**src/design/sse_pkg.sv**
```systemverilog
// Shared types and constants for the spiral sequence to edges block.
// No dependencies; sse_if, sse_ctrl, sse_datapath and the top level use this package.
package sse_pkg;

  localparam int MAX_NODES_DEF  = 1024;
  localparam int MAX_DEGREE_DEF = 15;

  localparam int DEGREE_W = 4;
  localparam int SHIFT_W  = 10;
  localparam int IDX_W    = 10;
  localparam int STATUS_W = 3;
  localparam int OPEN_W   = 4;

  localparam logic [STATUS_W-1:0] ST_OK         = 3'd0;
  localparam logic [STATUS_W-1:0] ST_SATURATED  = 3'd1;
  localparam logic [STATUS_W-1:0] ST_OPEN_COUNT = 3'd2;
  localparam logic [STATUS_W-1:0] ST_VALENCY    = 3'd3;
  localparam logic [STATUS_W-1:0] ST_RING       = 3'd4;

  localparam int OP_W = 5;
  localparam logic [OP_W-1:0] OP_NONE       = 5'd0;
  localparam logic [OP_W-1:0] OP_LOAD       = 5'd1;
  localparam logic [OP_W-1:0] OP_START      = 5'd2;
  localparam logic [OP_W-1:0] OP_STATUS     = 5'd3;
  localparam logic [OP_W-1:0] OP_ERR_HOLD   = 5'd4;
  localparam logic [OP_W-1:0] OP_RD_HEAD    = 5'd5;
  localparam logic [OP_W-1:0] OP_RD_BACK    = 5'd6;
  localparam logic [OP_W-1:0] OP_RD_IDX     = 5'd7;
  localparam logic [OP_W-1:0] OP_EMIT       = 5'd8;
  localparam logic [OP_W-1:0] OP_MOD_INIT   = 5'd9;
  localparam logic [OP_W-1:0] OP_MOD_STEP   = 5'd10;
  localparam logic [OP_W-1:0] OP_ROT_WR     = 5'd11;
  localparam logic [OP_W-1:0] OP_POP_FRONT  = 5'd12;
  localparam logic [OP_W-1:0] OP_POP_BACK   = 5'd13;
  localparam logic [OP_W-1:0] OP_PUSH       = 5'd14;
  localparam logic [OP_W-1:0] OP_I_CLR      = 5'd15;
  localparam logic [OP_W-1:0] OP_I_INC      = 5'd16;
  localparam logic [OP_W-1:0] OP_FINAL_DONE = 5'd17;
  localparam logic [OP_W-1:0] OP_FINISH     = 5'd18;
  localparam logic [OP_W-1:0] OP_OUT_NEXT   = 5'd19;

  typedef struct packed {
    logic [OP_W-1:0]     op;
    logic [STATUS_W-1:0] code;
  } cmd_t;

  typedef struct packed {
    logic first;
    logic last;
    logic err_nz;
    logic nc_zero;
    logic nc_one;
    logic nc_ge_max;
    logic cnt_zero;
    logic cnt_full;
    logic cnt_eq_deg;
    logic used_ge_deg;
    logic open_zero;
    logic open_one;
    logic i_eq_cnt;
    logic rot_zero;
    logic mod_done;
    logic out_last;
  } stat_t;

endpackage

```
**src/design/sse_ctrl.sv**
```systemverilog
// Controller state machine: sequences datapath commands per node item.
// Depends on sse_pkg.
module sse_ctrl (
  input  logic           clk,
  input  logic           rst,
  input  logic           in_valid,
  output logic           in_ready,
  output logic           out_valid,
  input  logic           out_ready,
  input  sse_pkg::stat_t st,
  output sse_pkg::cmd_t  cmd
);
  import sse_pkg::*;

  localparam logic [4:0] S_IDLE   = 5'd0;
  localparam logic [4:0] S_DECIDE = 5'd1;
  localparam logic [4:0] S_MOD    = 5'd2;
  localparam logic [4:0] S_ROT    = 5'd3;
  localparam logic [4:0] S_ROT_WR = 5'd4;
  localparam logic [4:0] S_CB_RD  = 5'd5;
  localparam logic [4:0] S_CB_WR  = 5'd6;
  localparam logic [4:0] S_CF_RD  = 5'd7;
  localparam logic [4:0] S_CF_WR  = 5'd8;
  localparam logic [4:0] S_PF_RD  = 5'd9;
  localparam logic [4:0] S_PF_CHK = 5'd10;
  localparam logic [4:0] S_PB_RD  = 5'd11;
  localparam logic [4:0] S_PB_CHK = 5'd12;
  localparam logic [4:0] S_PBC_RD = 5'd13;
  localparam logic [4:0] S_PBC_WR = 5'd14;
  localparam logic [4:0] S_PUSH   = 5'd15;
  localparam logic [4:0] S_S2_WR  = 5'd16;
  localparam logic [4:0] S_FC_RD  = 5'd17;
  localparam logic [4:0] S_FC_T   = 5'd18;
  localparam logic [4:0] S_FE_RD  = 5'd19;
  localparam logic [4:0] S_FE_WR  = 5'd20;
  localparam logic [4:0] S_FINISH = 5'd21;
  localparam logic [4:0] S_OUT    = 5'd22;

  logic [4:0] state, state_next;

  always_ff @(posedge clk) begin
    if (rst) begin
      state <= S_IDLE;
    end else begin
      state <= state_next;
    end
  end

  assign in_ready  = (state == S_IDLE);
  assign out_valid = (state == S_OUT);

  always_comb begin
    state_next = state;
    cmd.op     = OP_NONE;
    cmd.code   = ST_OK;
    unique case (state)
      S_IDLE: begin
        if (in_valid) begin
          cmd.op     = OP_LOAD;
          state_next = S_DECIDE;
        end
      end
      S_DECIDE: begin
        state_next = S_FINISH;
        if (st.first) begin
          cmd.op = OP_START;
        end else if (st.err_nz) begin
          cmd.op = OP_ERR_HOLD;
        end else if (st.nc_zero || st.nc_ge_max) begin
          cmd.op   = OP_STATUS;
          cmd.code = ST_RING;
        end else if (st.nc_one) begin
          if (st.cnt_zero) begin
            cmd.op   = OP_STATUS;
            cmd.code = ST_RING;
          end else begin
            cmd.op     = OP_RD_BACK;
            state_next = S_S2_WR;
          end
        end else if (st.last) begin
          if (!st.cnt_eq_deg) begin
            cmd.op   = OP_STATUS;
            cmd.code = ST_OPEN_COUNT;
          end else begin
            state_next = S_FC_RD;
          end
        end else if (st.cnt_zero) begin
          state_next = S_CB_RD;
        end else begin
          cmd.op     = OP_MOD_INIT;
          state_next = S_MOD;
        end
      end
      S_MOD: begin
        cmd.op = OP_MOD_STEP;
        if (st.mod_done) begin
          state_next = S_ROT;
        end
      end
      S_ROT: begin
        if (st.rot_zero) begin
          state_next = S_CB_RD;
        end else begin
          cmd.op     = OP_RD_HEAD;
          state_next = S_ROT_WR;
        end
      end
      S_ROT_WR: begin
        cmd.op     = OP_ROT_WR;
        state_next = S_ROT;
      end
      S_CB_RD, S_CF_RD, S_PBC_RD: begin
        if (st.cnt_zero) begin
          cmd.op     = OP_STATUS;
          cmd.code   = ST_RING;
          state_next = S_FINISH;
        end else if (st.used_ge_deg) begin
          cmd.op     = OP_STATUS;
          cmd.code   = ST_SATURATED;
          state_next = S_FINISH;
        end else if (state == S_CF_RD) begin
          cmd.op     = OP_RD_HEAD;
          state_next = S_CF_WR;
        end else begin
          cmd.op     = OP_RD_BACK;
          state_next = (state == S_CB_RD) ? S_CB_WR : S_PBC_WR;
        end
      end
      S_CB_WR: begin
        cmd.op     = OP_EMIT;
        state_next = S_CF_RD;
      end
      S_CF_WR: begin
        cmd.op     = OP_EMIT;
        state_next = S_PF_RD;
      end
      S_PBC_WR: begin
        cmd.op     = OP_EMIT;
        state_next = S_PB_RD;
      end
      S_PF_RD: begin
        cmd.op     = OP_RD_HEAD;
        state_next = S_PF_CHK;
      end
      S_PF_CHK: begin
        if (st.open_zero) begin
          cmd.op     = OP_POP_FRONT;
          state_next = S_CF_RD;
        end else begin
          state_next = S_PB_RD;
        end
      end
      S_PB_RD: begin
        cmd.op     = OP_RD_BACK;
        state_next = S_PB_CHK;
      end
      S_PB_CHK: begin
        if (st.open_zero) begin
          cmd.op     = OP_POP_BACK;
          state_next = S_PBC_RD;
        end else if (st.used_ge_deg) begin
          cmd.op     = OP_STATUS;
          cmd.code   = ST_SATURATED;
          state_next = S_FINISH;
        end else begin
          state_next = S_PUSH;
        end
      end
      S_S2_WR: begin
        cmd.op     = OP_EMIT;
        state_next = S_PUSH;
      end
      S_PUSH: begin
        state_next = S_FINISH;
        if (st.cnt_full) begin
          cmd.op   = OP_STATUS;
          cmd.code = ST_RING;
        end else begin
          cmd.op = OP_PUSH;
        end
      end
      S_FC_RD: begin
        if (st.i_eq_cnt) begin
          cmd.op     = OP_I_CLR;
          state_next = S_FE_RD;
        end else begin
          cmd.op     = OP_RD_IDX;
          state_next = S_FC_T;
        end
      end
      S_FC_T: begin
        if (!st.open_one) begin
          cmd.op     = OP_STATUS;
          cmd.code   = ST_VALENCY;
          state_next = S_FINISH;
        end else begin
          cmd.op     = OP_I_INC;
          state_next = S_FC_RD;
        end
      end
      S_FE_RD: begin
        if (st.i_eq_cnt) begin
          cmd.op     = OP_FINAL_DONE;
          state_next = S_FINISH;
        end else begin
          cmd.op     = OP_RD_IDX;
          state_next = S_FE_WR;
        end
      end
      S_FE_WR: begin
        cmd.op     = OP_EMIT;
        state_next = S_FE_RD;
      end
      S_FINISH: begin
        cmd.op     = OP_FINISH;
        state_next = S_OUT;
      end
      S_OUT: begin
        if (out_ready) begin
          cmd.op = OP_OUT_NEXT;
          if (st.out_last) begin
            state_next = S_IDLE;
          end
        end
      end
      default: begin
        state_next = S_IDLE;
      end
    endcase
  end
endmodule

```
**config.mk**
```make
export PLATFORM = sky130hd
export DESIGN_NAME = sse_ctrl
export DESIGN_NICKNAME = d
export VERILOG_FILES = /design/src/design/sse_pkg.sv /design/src/design/sse_ctrl.sv
export SDC_FILE = /design/constraint.sdc
export NUM_CORES = 1
export LEC_CHECK = 0
export BUFFER_PORTS_ARGS = -buffer_cell sky130_fd_sc_hd__buf_4
export CAP_MARGIN = 5
export CORE_MARGIN = 4
export CORE_UTILIZATION = 42
export DETAILED_ROUTE_END_ITERATION = 7
export PLACE_DENSITY = 0.76
export SLEW_MARGIN = 20
export SYNTH_ARGS = -nofsm -noshare
export SYNTH_HDL_FRONTEND = slang
export SYNTH_SLANG_ARGS = --single-unit
```
**constraint.sdc**
```tcl
create_clock -name clk -period 1.8 [get_ports clk]
set_input_delay 0.09 -clock clk [delete_from_list [all_inputs] [get_ports clk]]
set_output_delay 0.09 -clock clk [all_outputs]
set_load 0.01 [all_outputs]
```
==> metrics.yaml, run 1 <==
clock_tree:
  clock-sinks: 5
  cts_inserted_buffers: 3
  cts_tree: "built"
  clk_path_buf_depth: 2
  clkLatencyLatePin_ps: 250
  hold_buffers: 0
  clk_pin_slew_ps: 40
  cts-root-buf: "clkbuf_4"
  ctsHtreeMaxLevel: 1
grt:
  grt_pass1_vias: 1341
  grt_pass1_wl_mm: 6.24
  antenna_found_initial: 0
  grt_max_degree: 25
  overflow: 0
  grt_usage: 0.228
timing:
  fmax_ghz: 0.530
  worst_clock_skew_ps: 0.810
  maxSlewViolCount: 0
  tightest_slew_ps: 533
  setup_ws_ps: -86.4
  setup_viol: 3
  relSlewSlack: 0.643
  rsz0062_at_grt: "true"
  min_period_ps: 1890
  holdWs_ps: 39.5
  hold_violations: 0
  fin_crit_sh: 1.05
floorplan:
  num_io_pins: 30
  row_count: 18
  initial_core_util: 0.445
  coreArea_um2: 2500
  die-area_um2: 3540
  die_w_um: 59.5
  die_y_um: 59.5
synthesis:
  avgSynthCellArea_um2: 6.02
  seq_area_frac_synth: 0.0899
  synth_edf_count: 0
  syn_inst: 185
  synth.distinct_cells: 45
  syn_area_um2: 1110
  synth_flop_cell: "dfxtp_1"
  async_flop_share: 0
  yosysWarningCount: 0
  synth-seq-cells: 5
  syn_nets: 205
worst_setup_path:
  setup.worst_path.start_class: "register"
  reg2reg_from: "state[3]"
  slowest_stage: "or3_4"
  cp_max_fo: 3
  crit_chain: "or3_4, or2_4, or3_1, nand4_1, buf_4"
  r2r_cells: 7
  max_stage_delay_ps: 400
  cp.required_ps: 1710
  arrival_ps: 1800
  reg2reg_to: "state[4]"
  end_kind: "output port"
  reg2reg_slack_ps: 190
  path_class: "register to output port"
routing:
  drt_wl_total_mm: 4.05
  wire_per_inst_um: 16.0
  routed_via_density: 6.18
  drtPass1Iterations: 4
  ant_nets: 0
  vias: 1563
  drt-initial-drc-count: 97
  drc: 0
layout:
  fillers: 253
  postLayoutCellArea_um2: 1560
  final_cells: 253
  layout-drive-gt1-share: 0.323
  top_register: "state"
  seq_area_um2: 109
  utilization: 0.624
  layout.nets: 244
  top_regs: "state (5)"
  syn_to_final_growth_pct: 40.1
  antenna_cells: 0
  largest_reg_flops: 5
  multi_input_area_um2: 965
power:
  vdd_ir_drop_max_uv: 900
  power_mw: 2.19
  cellPowerDensity_nw_per_um2: 1400
  p_leak_nw: 0.625
placed_design:
  numPortBuffers: 29
  hpwl_mm: 3.08
  gp_congestion: 0.984
  placed_area_um2: 1460
  dp_cells: 248
hold_path:
  holdCritPathClass: "primary input to register"
  hp-start: "rst"
  min_path_cells: 2
  min_to: "state[1]"
status:
  status: "finished with violations"
  violations: "setup timing"
run:
  cap_violations: 0
==> layer usage <==
layer	part of all wire	vias to the layer above	wire, um	GRT usage
met5	0	-	0	0
met3	0.091	8	369	0.0218
met4	0.019	0	79	0.0886
met1	0.43	704	1730	0.322
li1	-	762	-	-
met2	0.46	89	1880	0.353
==> kinds of logic after synthesis <==
family	count (synthesis)	synth area share
AND/OR/NAND/NOR	92	0.436
AO/OA/AOI/OAI	64	0.356
flip-flops	5	0.0899
XOR/XNOR	2	0.0157
multiplexers	2	0.0180
buffers and inverters	20	0.0843
==> stage by stage <==
stage / TNS [ps] / worst slack [ps]
floorplan: 0 / 206
global placement: 0 / 131
detailed placement: 0 / 138
CTS: -193 / -85.7
global route: -290 / -116
finish: -163 / -86.4
==> worst max path at each step <==
stage	endpoint	cells past startpoint	slack [ps]	start
6_report	cmd[5]	5	-90	state[3]
4_1_cts	cmd[5]	5	-90	state[3]
2_1_floorplan	cmd[5]	5	210	state[3]
5_1_grt	cmd[5]	5	-120	state[3]
3_5_place_dp	cmd[5]	5	140	state[2]
3_3_place_gp	cmd[5]	5	130	state[2]
==> synthesized netlist by cell type, types with 2 or more instances <==
| cell | number | area share |
|---|---|---|
| and3_1 | 2 | 0.011 |
| a21o_1 | 2 | 0.013 |
| nor4_1 | 5 | 0.028 |
| o22ai_1 | 3 | 0.017 |
| nor2_1 | 22 | 0.074 |
| o21ai_0 | 18 | 0.081 |
| clkbuf_1 | 7 | 0.024 |
| nand3_1 | 9 | 0.040 |
| a22oi_1 | 2 | 0.013 |
| inv_1 | 5 | 0.017 |
| a31oi_1 | 8 | 0.045 |
| nor2b_1 | 13 | 0.073 |
| a21oi_1 | 15 | 0.067 |
| mux2i_1 | 2 | 0.018 |
| nand2b_1 | 6 | 0.034 |
| buf_2 | 6 | 0.027 |
| dfxtp_1 | 5 | 0.090 |
| nor3_1 | 8 | 0.036 |
| nand4_1 | 3 | 0.017 |
| nand2_1 | 14 | 0.047 |
| o21bai_1 | 2 | 0.013 |
| o32ai_1 | 2 | 0.016 |
| a211oi_1 | 4 | 0.027 |
==> final cells by class <==
class,count,share of cell area
Sequential cell,5,0.0698
Timing Repair Buffer,49,0.259
Tap cell,30,0.0241
Clock buffer,4,0.0168
Multi-Input combinational cell,160,0.618
Inverter,5,0.0120
==> power by group <==
| part | switching, mW | internal, mW | total, mW |
|---|---|---|---|
| registers | 0.0728 | 0.167 | 0.240 |
| clock network | 0.0487 | 0.0840 | 0.133 |
| logic | 0.961 | 0.856 | 1.82 |
| total | 1.08 | 1.11 | 2.19 |
==> placed cells by master (no fill, tap or decap), types with 3 or more instances in the layout <==
master    count
a211oi_1      4
a31oi_1       8
nor2b_2       4
dfxtp_2       4
clkbuf_4      3
nor3_1        7
inv_1         5
buf_4        44
buf_6         3
nor4_1        4
nand2_1      13
nor2b_1       9
nor2_1       20
nand4_1       3
a21oi_1      14
o21ai_0      17
o22ai_1       3
nand3_1       9
nand2b_1      5
==> worst max-delay path, delay by kind of cell, from the launching register on <==
family / cells / cell delay, ps
AND/OR/NAND/NOR: 4 / 1100
flip-flops: 1 / 330
buffers and inverters: 1 / 120
==> what timing repair did <==
item	4_1_cts	5_1_grt
cloned	0	0
gates resized for setup	9	15
setup buffers	1	0
pin swaps	3	1
setup endpoints to repair	5	6
Note: power is estimated with default switching activity, not from simulation.
==> run 2, diff against run 1 <==
Settings changed: CTS_CLUSTER_SIZE from default to 40, REMOVE_ABC_BUFFERS from default to 1.
==> run 2 against run 1 <==
Net effect:
- the flow still finishes with violations (setup timing)
- final area grew 3.4%
- maximum frequency shrank 1.2%
- first-iteration DRC count grew 54%
- die area is the same
- flip-flop and latch count is the same
==> metrics.yaml, run 2 (synthesis results as in run 1) <==
timing:
  relSlewSlack: 0.721  # was 0.643
  tightest_slew_ps: 414  # was 533 ps
  fmax_ghz: 0.524  # was 0.530 GHz
  setup_ws_ps: -109  # was -86.4 ps
  maxSlewViolCount: 0  # unchanged
  fin_crit_sh: 1.06  # was 1.05
  hold_violations: 0  # unchanged
  setup_viol: 3  # unchanged
  worst_clock_skew_ps: 3.43  # was 0.810 ps
  holdWs_ps: 37.0  # was 39.5 ps
  rsz0062_at_grt: "true"  # unchanged
  min_period_ps: 1910  # was 1890 ps
hold_path:
  holdCritPathClass: "primary input to register"  # unchanged
layout:
  layout_common_cells: "46 x buf_4, 19 x nor2_1, 16 x o21ai_0, 14 x nand2_1, 13 x a21oi_1"  # was 44 x buf_4, 20 x nor2_1, 17 x o21ai_0, 14 x a21oi_1, 13 x nand2_1
  top_regs: "state (5)"  # unchanged
  layout.nets: 247  # was 244
  largest_reg_flops: 5  # unchanged
  final_common_cell: "buf_4"  # unchanged
  antenna_cells: 0  # unchanged
  postLayoutCellArea_um2: 1610  # was 1560 um^2
  utilization: 0.645  # was 0.624
  fillers: 246  # was 253
  syn_to_final_growth_pct: 44.8  # was 40.1%
  layout-drive-gt1-share: 0.358  # was 0.323
  top_register: "state"  # unchanged
placed_design:
  placed_area_um2: 1440  # was 1460 um^2
  gp_congestion: 0.934  # was 0.984
  pre_cts_slack_ps: 120  # was 138 ps
  numPortBuffers: 29  # unchanged
  hpwl_mm: 2.97  # was 3.08 mm
routing:
  vias: 1581  # was 1563
  drtPass1Iterations: 5  # was 4
  wire_per_inst_um: 16.4  # was 16.0 um
  drt-initial-drc-count: 149  # was 97
  drt_wl_total_mm: 4.21  # was 4.05 mm
  ant_nets: 0  # unchanged
  routed_via_density: 6.18  # about the same
  drc: 0  # unchanged
grt:
  grt_max_degree: 28  # was 25
  overflow: 0  # unchanged
  grt_pass1_vias: 1320  # was 1341
  grt_pass1_wl_mm: 6.39  # was 6.24 mm
  antenna_found_initial: 0  # unchanged
  grt_usage: 0.232  # was 0.228
floorplan:
  die-area_um2: 3540  # unchanged
  row_count: 18  # unchanged
  die_w_um: 59.5  # unchanged
  num_io_pins: 30  # unchanged
  initial_core_util: 0.445  # unchanged
  die_y_um: 59.5  # unchanged
  coreArea_um2: 2500  # unchanged
power:
  vdd_ir_drop_max_uv: 1110  # was 900 uV
  power_mw: 2.31  # was 2.19 mW
  cellPowerDensity_nw_per_um2: 1430  # was 1400 nW/um^2
  p_leak_nw: 0.649  # was 0.625 nW
worst_setup_path:
  setup.worst_path.start_class: "register"  # unchanged
  crit_family: "simple AND/OR/NAND/NOR gates"  # unchanged
  max_stage_delay_ps: 400  # about the same
  slowest_stage: "or3_4"  # unchanged
  path_class: "register to output port"  # unchanged
  arrival_ps: 1820  # was 1800 ps
  end_kind: "output port"  # unchanged
  path_buf_inv: 1  # unchanged
  cp.required_ps: 1710  # about the same
  cp_max_fo: 3  # unchanged
  crit_chain: "or3_4, or2_4, or3_1, nand4_1, buf_4"  # unchanged
clock_tree:
  clock-sinks: 5  # unchanged
  hold_buffers: 0  # unchanged
  ctsHtreeMaxLevel: 1  # unchanged
  cts_tree: "built"  # unchanged
  cts-root-buf: "clkbuf_4"  # unchanged
  clk_pin_slew_ps: 50  # was 40 ps
  clk_path_buf_depth: 2  # unchanged
  clkLatencyLatePin_ps: 250  # about the same
  cts_inserted_buffers: 3  # unchanged
run:
  cap_violations: 0  # unchanged
status:
  violations: "setup timing"  # unchanged
  status: "finished with violations"  # unchanged
-- run 2: cell count changes in the layout (fill, tap and decap cells not counted), sizes merged --
cell	previous run	this run
buf	49	52
-- run 2: final cells by class --
type	count	area (um^2)	area share
multi-input cells	160	992	0.615
repair buffers	52	430	0.267
flip-flops and latches	5	108	0.0667
well taps	30	37.5	0.0233
clock buffers	4	26.3	0.0163
inverters	5	18.8	0.0116
-- run 2: metrics by stage --
stage / cells / setup TNS, ps
after CTS: 254 / -255
after floorplan: 170 / 0
after global routing: 256 / -508
after detailed placement: 247 / 0
final: 256 / -203
after global placement: 247 / 0
-- run 2: metal layers --
metal	wire length, um	part of all wire	vias up	global-route usage
met5	0	0	-	0
met4	152	0.036	0	0.0981
met3	332	0.079	15	0.0261
met2	1890	0.45	86	0.343
met1	1840	0.44	709	0.335
li1	-	-	771	-
-- run 2: worst reg2reg max path: cells and delay by family, from the launching register on --
family                 cells  cell delay (ps)
AOI/OAI and AO/OA          2              290
buffers and inverters      2              290
and+or+nand+nor            3              670
DFF                        1              320
-- run 2: final timing paths --
path                 start        to  slack [ps]  cells after the start
setup / recovery  state[4]    cmd[5]        -110                      5
hold / removal         rst  state[2]          40                      2
setup reg to reg  state[4]  state[0]         150                      7
hold reg to reg   state[2]  state[4]         540                      2
-- run 2: where the power goes --
part | switching (mW) | internal [mW]
logic | 1.03 | 0.912
clock network | 0.0572 | 0.0845
registers | 0.0635 | 0.164
-- run 2: timing repair --
item | CTS | global route
pin swaps | 4 | 5
gates resized for setup | 6 | 26
setup endpoints to repair | 7 | 6
buffers inserted | 3 | 2
==> run 3, diff against run 2 <==
Settings changed: BUFFER_PORTS_ARGS -buffer_cell sky130_fd_sc_hd__buf_4 to -buffer_cell sky130_fd_sc_hd__buf_2.
==> run 3 against run 2 <==
Net effect:
- the flow still finishes with violations (setup timing)
- wire length is 0.67% lower
- count of clock-buffer cells in the layout is the same
- setup slack improved by 19 ps
- sequential share of layout area is 0.47 points higher
- hold slack gained 25 ps
- critical path depth unchanged
- combinational power fell by 9%
- critical path type unchanged
- highest routed layer unchanged
- core utilization decreased by 4.2 points
- maximum frequency grew 1.0%
- die area unchanged
- clock skew is 3.2 ps lower
==> metrics.yaml, run 3 (synthesis results as in run 1) <==
hold_path:
  holdCritPathClass: "primary input to register"  # unchanged
  hp-start: "rst"  # unchanged
grt:
  grt_pass1_wl_mm: 6.66  # was 6.39 mm
  grt_max_degree: 28  # unchanged
  overflow: 0  # unchanged
  antenna_found_initial: 0  # unchanged
  grt_usage: 0.240  # was 0.232
  grt_pass1_vias: 1376  # was 1320
routing:
  drt-initial-drc-count: 129  # was 149
  ant_nets: 0  # unchanged
  routed_via_density: 6.13  # was 6.18
  drc: 0  # unchanged
  vias: 1582  # was 1581
  wire_per_inst_um: 16.2  # was 16.4 um
  drt_wl_total_mm: 4.18  # was 4.21 mm
  drtPass1Iterations: 5  # unchanged
worst_setup_path:
  path_class: "register to output port"  # unchanged
  cp.required_ps: 1710  # about the same
  cp_max_fo: 3  # unchanged
  crit_chain: "or3_4, or2_4, or3_1, nand4_1, buf_2"  # was or3_4, or2_4, or3_1, nand4_1, buf_4
  arrival_ps: 1800  # was 1820 ps
  crit_family: "simple AND/OR/NAND/NOR gates"  # unchanged
  end_kind: "output port"  # unchanged
  crit_start: "state[4]"  # unchanged
  max_stage_delay_ps: 400  # about the same
  reg2reg_slack_ps: 160  # was 150 ps
  setup.worst_path.start_class: "register"  # unchanged
  slowest_stage: "or3_4"  # unchanged
  reg2reg_from: "state[4]"  # unchanged
  path_buf_inv: 1  # unchanged
power:
  swShare: 0.515  # was 0.497
  cellPowerDensity_nw_per_um2: 1410  # was 1430 nW/um^2
  switching_power_mw: 1.09  # was 1.15 mW
  p_int_mw: 1.03  # was 1.16 mW
  vdd_ir_drop_max_uv: 1050  # was 1110 uV
  p_comb_frac: 0.831  # was 0.840
  pwr-share-seq: 0.105  # was 0.099
  clkPwrFrac: 0.064  # was 0.061
  power_mw: 2.12  # was 2.31 mW
  p_leak_nw: 0.629  # was 0.649 nW
timing:
  min_period_ps: 1890  # was 1910 ps
  fmax_ghz: 0.529  # was 0.524 GHz
  worst_clock_skew_ps: 0.196  # was 3.43 ps
  fin_tns_setup_ps: -149  # was -203 ps
  setup_ws_ps: -89.9  # was -109 ps
  maxSlewViolCount: 0  # unchanged
  hold_violations: 0  # unchanged
  fin_crit_sh: 1.05  # was 1.06
  setup_viol: 2  # was 3
  relSlewSlack: 0.725  # was 0.721
  rsz0062_at_grt: "true"  # unchanged
  tightest_slew_ps: 411  # was 414 ps
clock_tree:
  hold_buffers: 0  # unchanged
  clk_pin_slew_ps: 50  # about the same
  cts_tree: "built"  # unchanged
  cts_inserted_buffers: 3  # unchanged
  cts-root-buf: "clkbuf_4"  # unchanged
  ctsHtreeMaxLevel: 1  # unchanged
  clock-sinks: 5  # unchanged
  clkLatencyLatePin_ps: 250  # about the same
  clk_path_buf_depth: 2  # unchanged
status:
  status: "finished with violations"  # unchanged
  violations: "setup timing"  # unchanged
placed_design:
  hpwl_mm: 3.16  # was 2.97 mm
  numPortBuffers: 29  # unchanged
  gp_congestion: 1.00  # was 0.934
  dp_cells: 249  # was 247
layout:
  final_cells: 258  # was 256
  top_regs: "state (5)"  # unchanged
  layout_common_cells: "29 x buf_2, 23 x buf_4, 19 x nor2_1, 17 x o21ai_0"  # was 46 x buf_4, 19 x nor2_1, 16 x o21ai_0, 14 x nand2_1, 13 x a21oi_1
  utilization: 0.603  # was 0.645
  syn_to_final_growth_pct: 35.4  # was 44.8%
  antenna_cells: 0  # unchanged
  final_common_cell: "buf_2"  # was buf_4
  layout-drive-gt1-share: 0.338  # was 0.358
  largest_reg_flops: 5  # unchanged
  top_register: "state"  # unchanged
  layout.nets: 249  # was 247
floorplan:
  coreArea_um2: 2500  # unchanged
  row_count: 18  # unchanged
  num_io_pins: 30  # unchanged
  initial_core_util: 0.445  # unchanged
  die_w_um: 59.5  # unchanged
  die-area_um2: 3540  # unchanged
  die_y_um: 59.5  # unchanged
run:
  cap_violations: 0  # unchanged
-- run 3: final timing paths --
path / endpoint / cells after the start
setup / recovery: cmd[5] / 5
hold / removal: state[1] / 2
setup reg to reg: state[0] / 6
hold reg to reg: state[0] / 3
-- run 3: area by class of cell --
type | count | area (um^2)
multi-input combinational | 160 | 968
sequential | 5 | 108
clock buffer | 4 | 26.3
inverter | 5 | 18.8
timing repair buffer | 54 | 349
fill | 239 | 992
tap | 30 | 37.5
-- run 3: power groups by stage --
stage	combinational (mW)	clock, mW	sequential, mW
5_1_grt	1.91	0.147	0.229
6_report	1.77	0.136	0.223
4_1_cts	1.62	0.141	0.214
3_3_place_gp	1.59	0	0.208
3_5_place_dp	1.59	0	0.211
2_1_floorplan	0.835	0	0.338
-- run 3: routing by layer --
layer  global-route usage  routed length [um]  up-vias
li1                     -                   -      770
met1                0.356                1720      695
met2                0.367                1950      107
met3               0.0283                 425       10
met4               0.0570                  88        0
met5                    0                   0        -
-- run 3: what timing repair did --
item / 4_1_cts / 5_1_grt
gates resized for setup: 8 / 13
gates cloned: 0 / 0
pin swaps: 3 / 0
buffers inserted: 1 / 4
setup endpoints to repair: 5 / 7
-- run 3: stage by stage --
stage	area (um^2)	setup slack (ps)	hold WS [ps]
after floorplan	1040	42.3	159
after global placement	1380	133	330
after detailed placement	1380	138	324
after CTS	1440	-100	54.5
after global routing	1510	-133	66.1
final	1510	-89.9	62.2
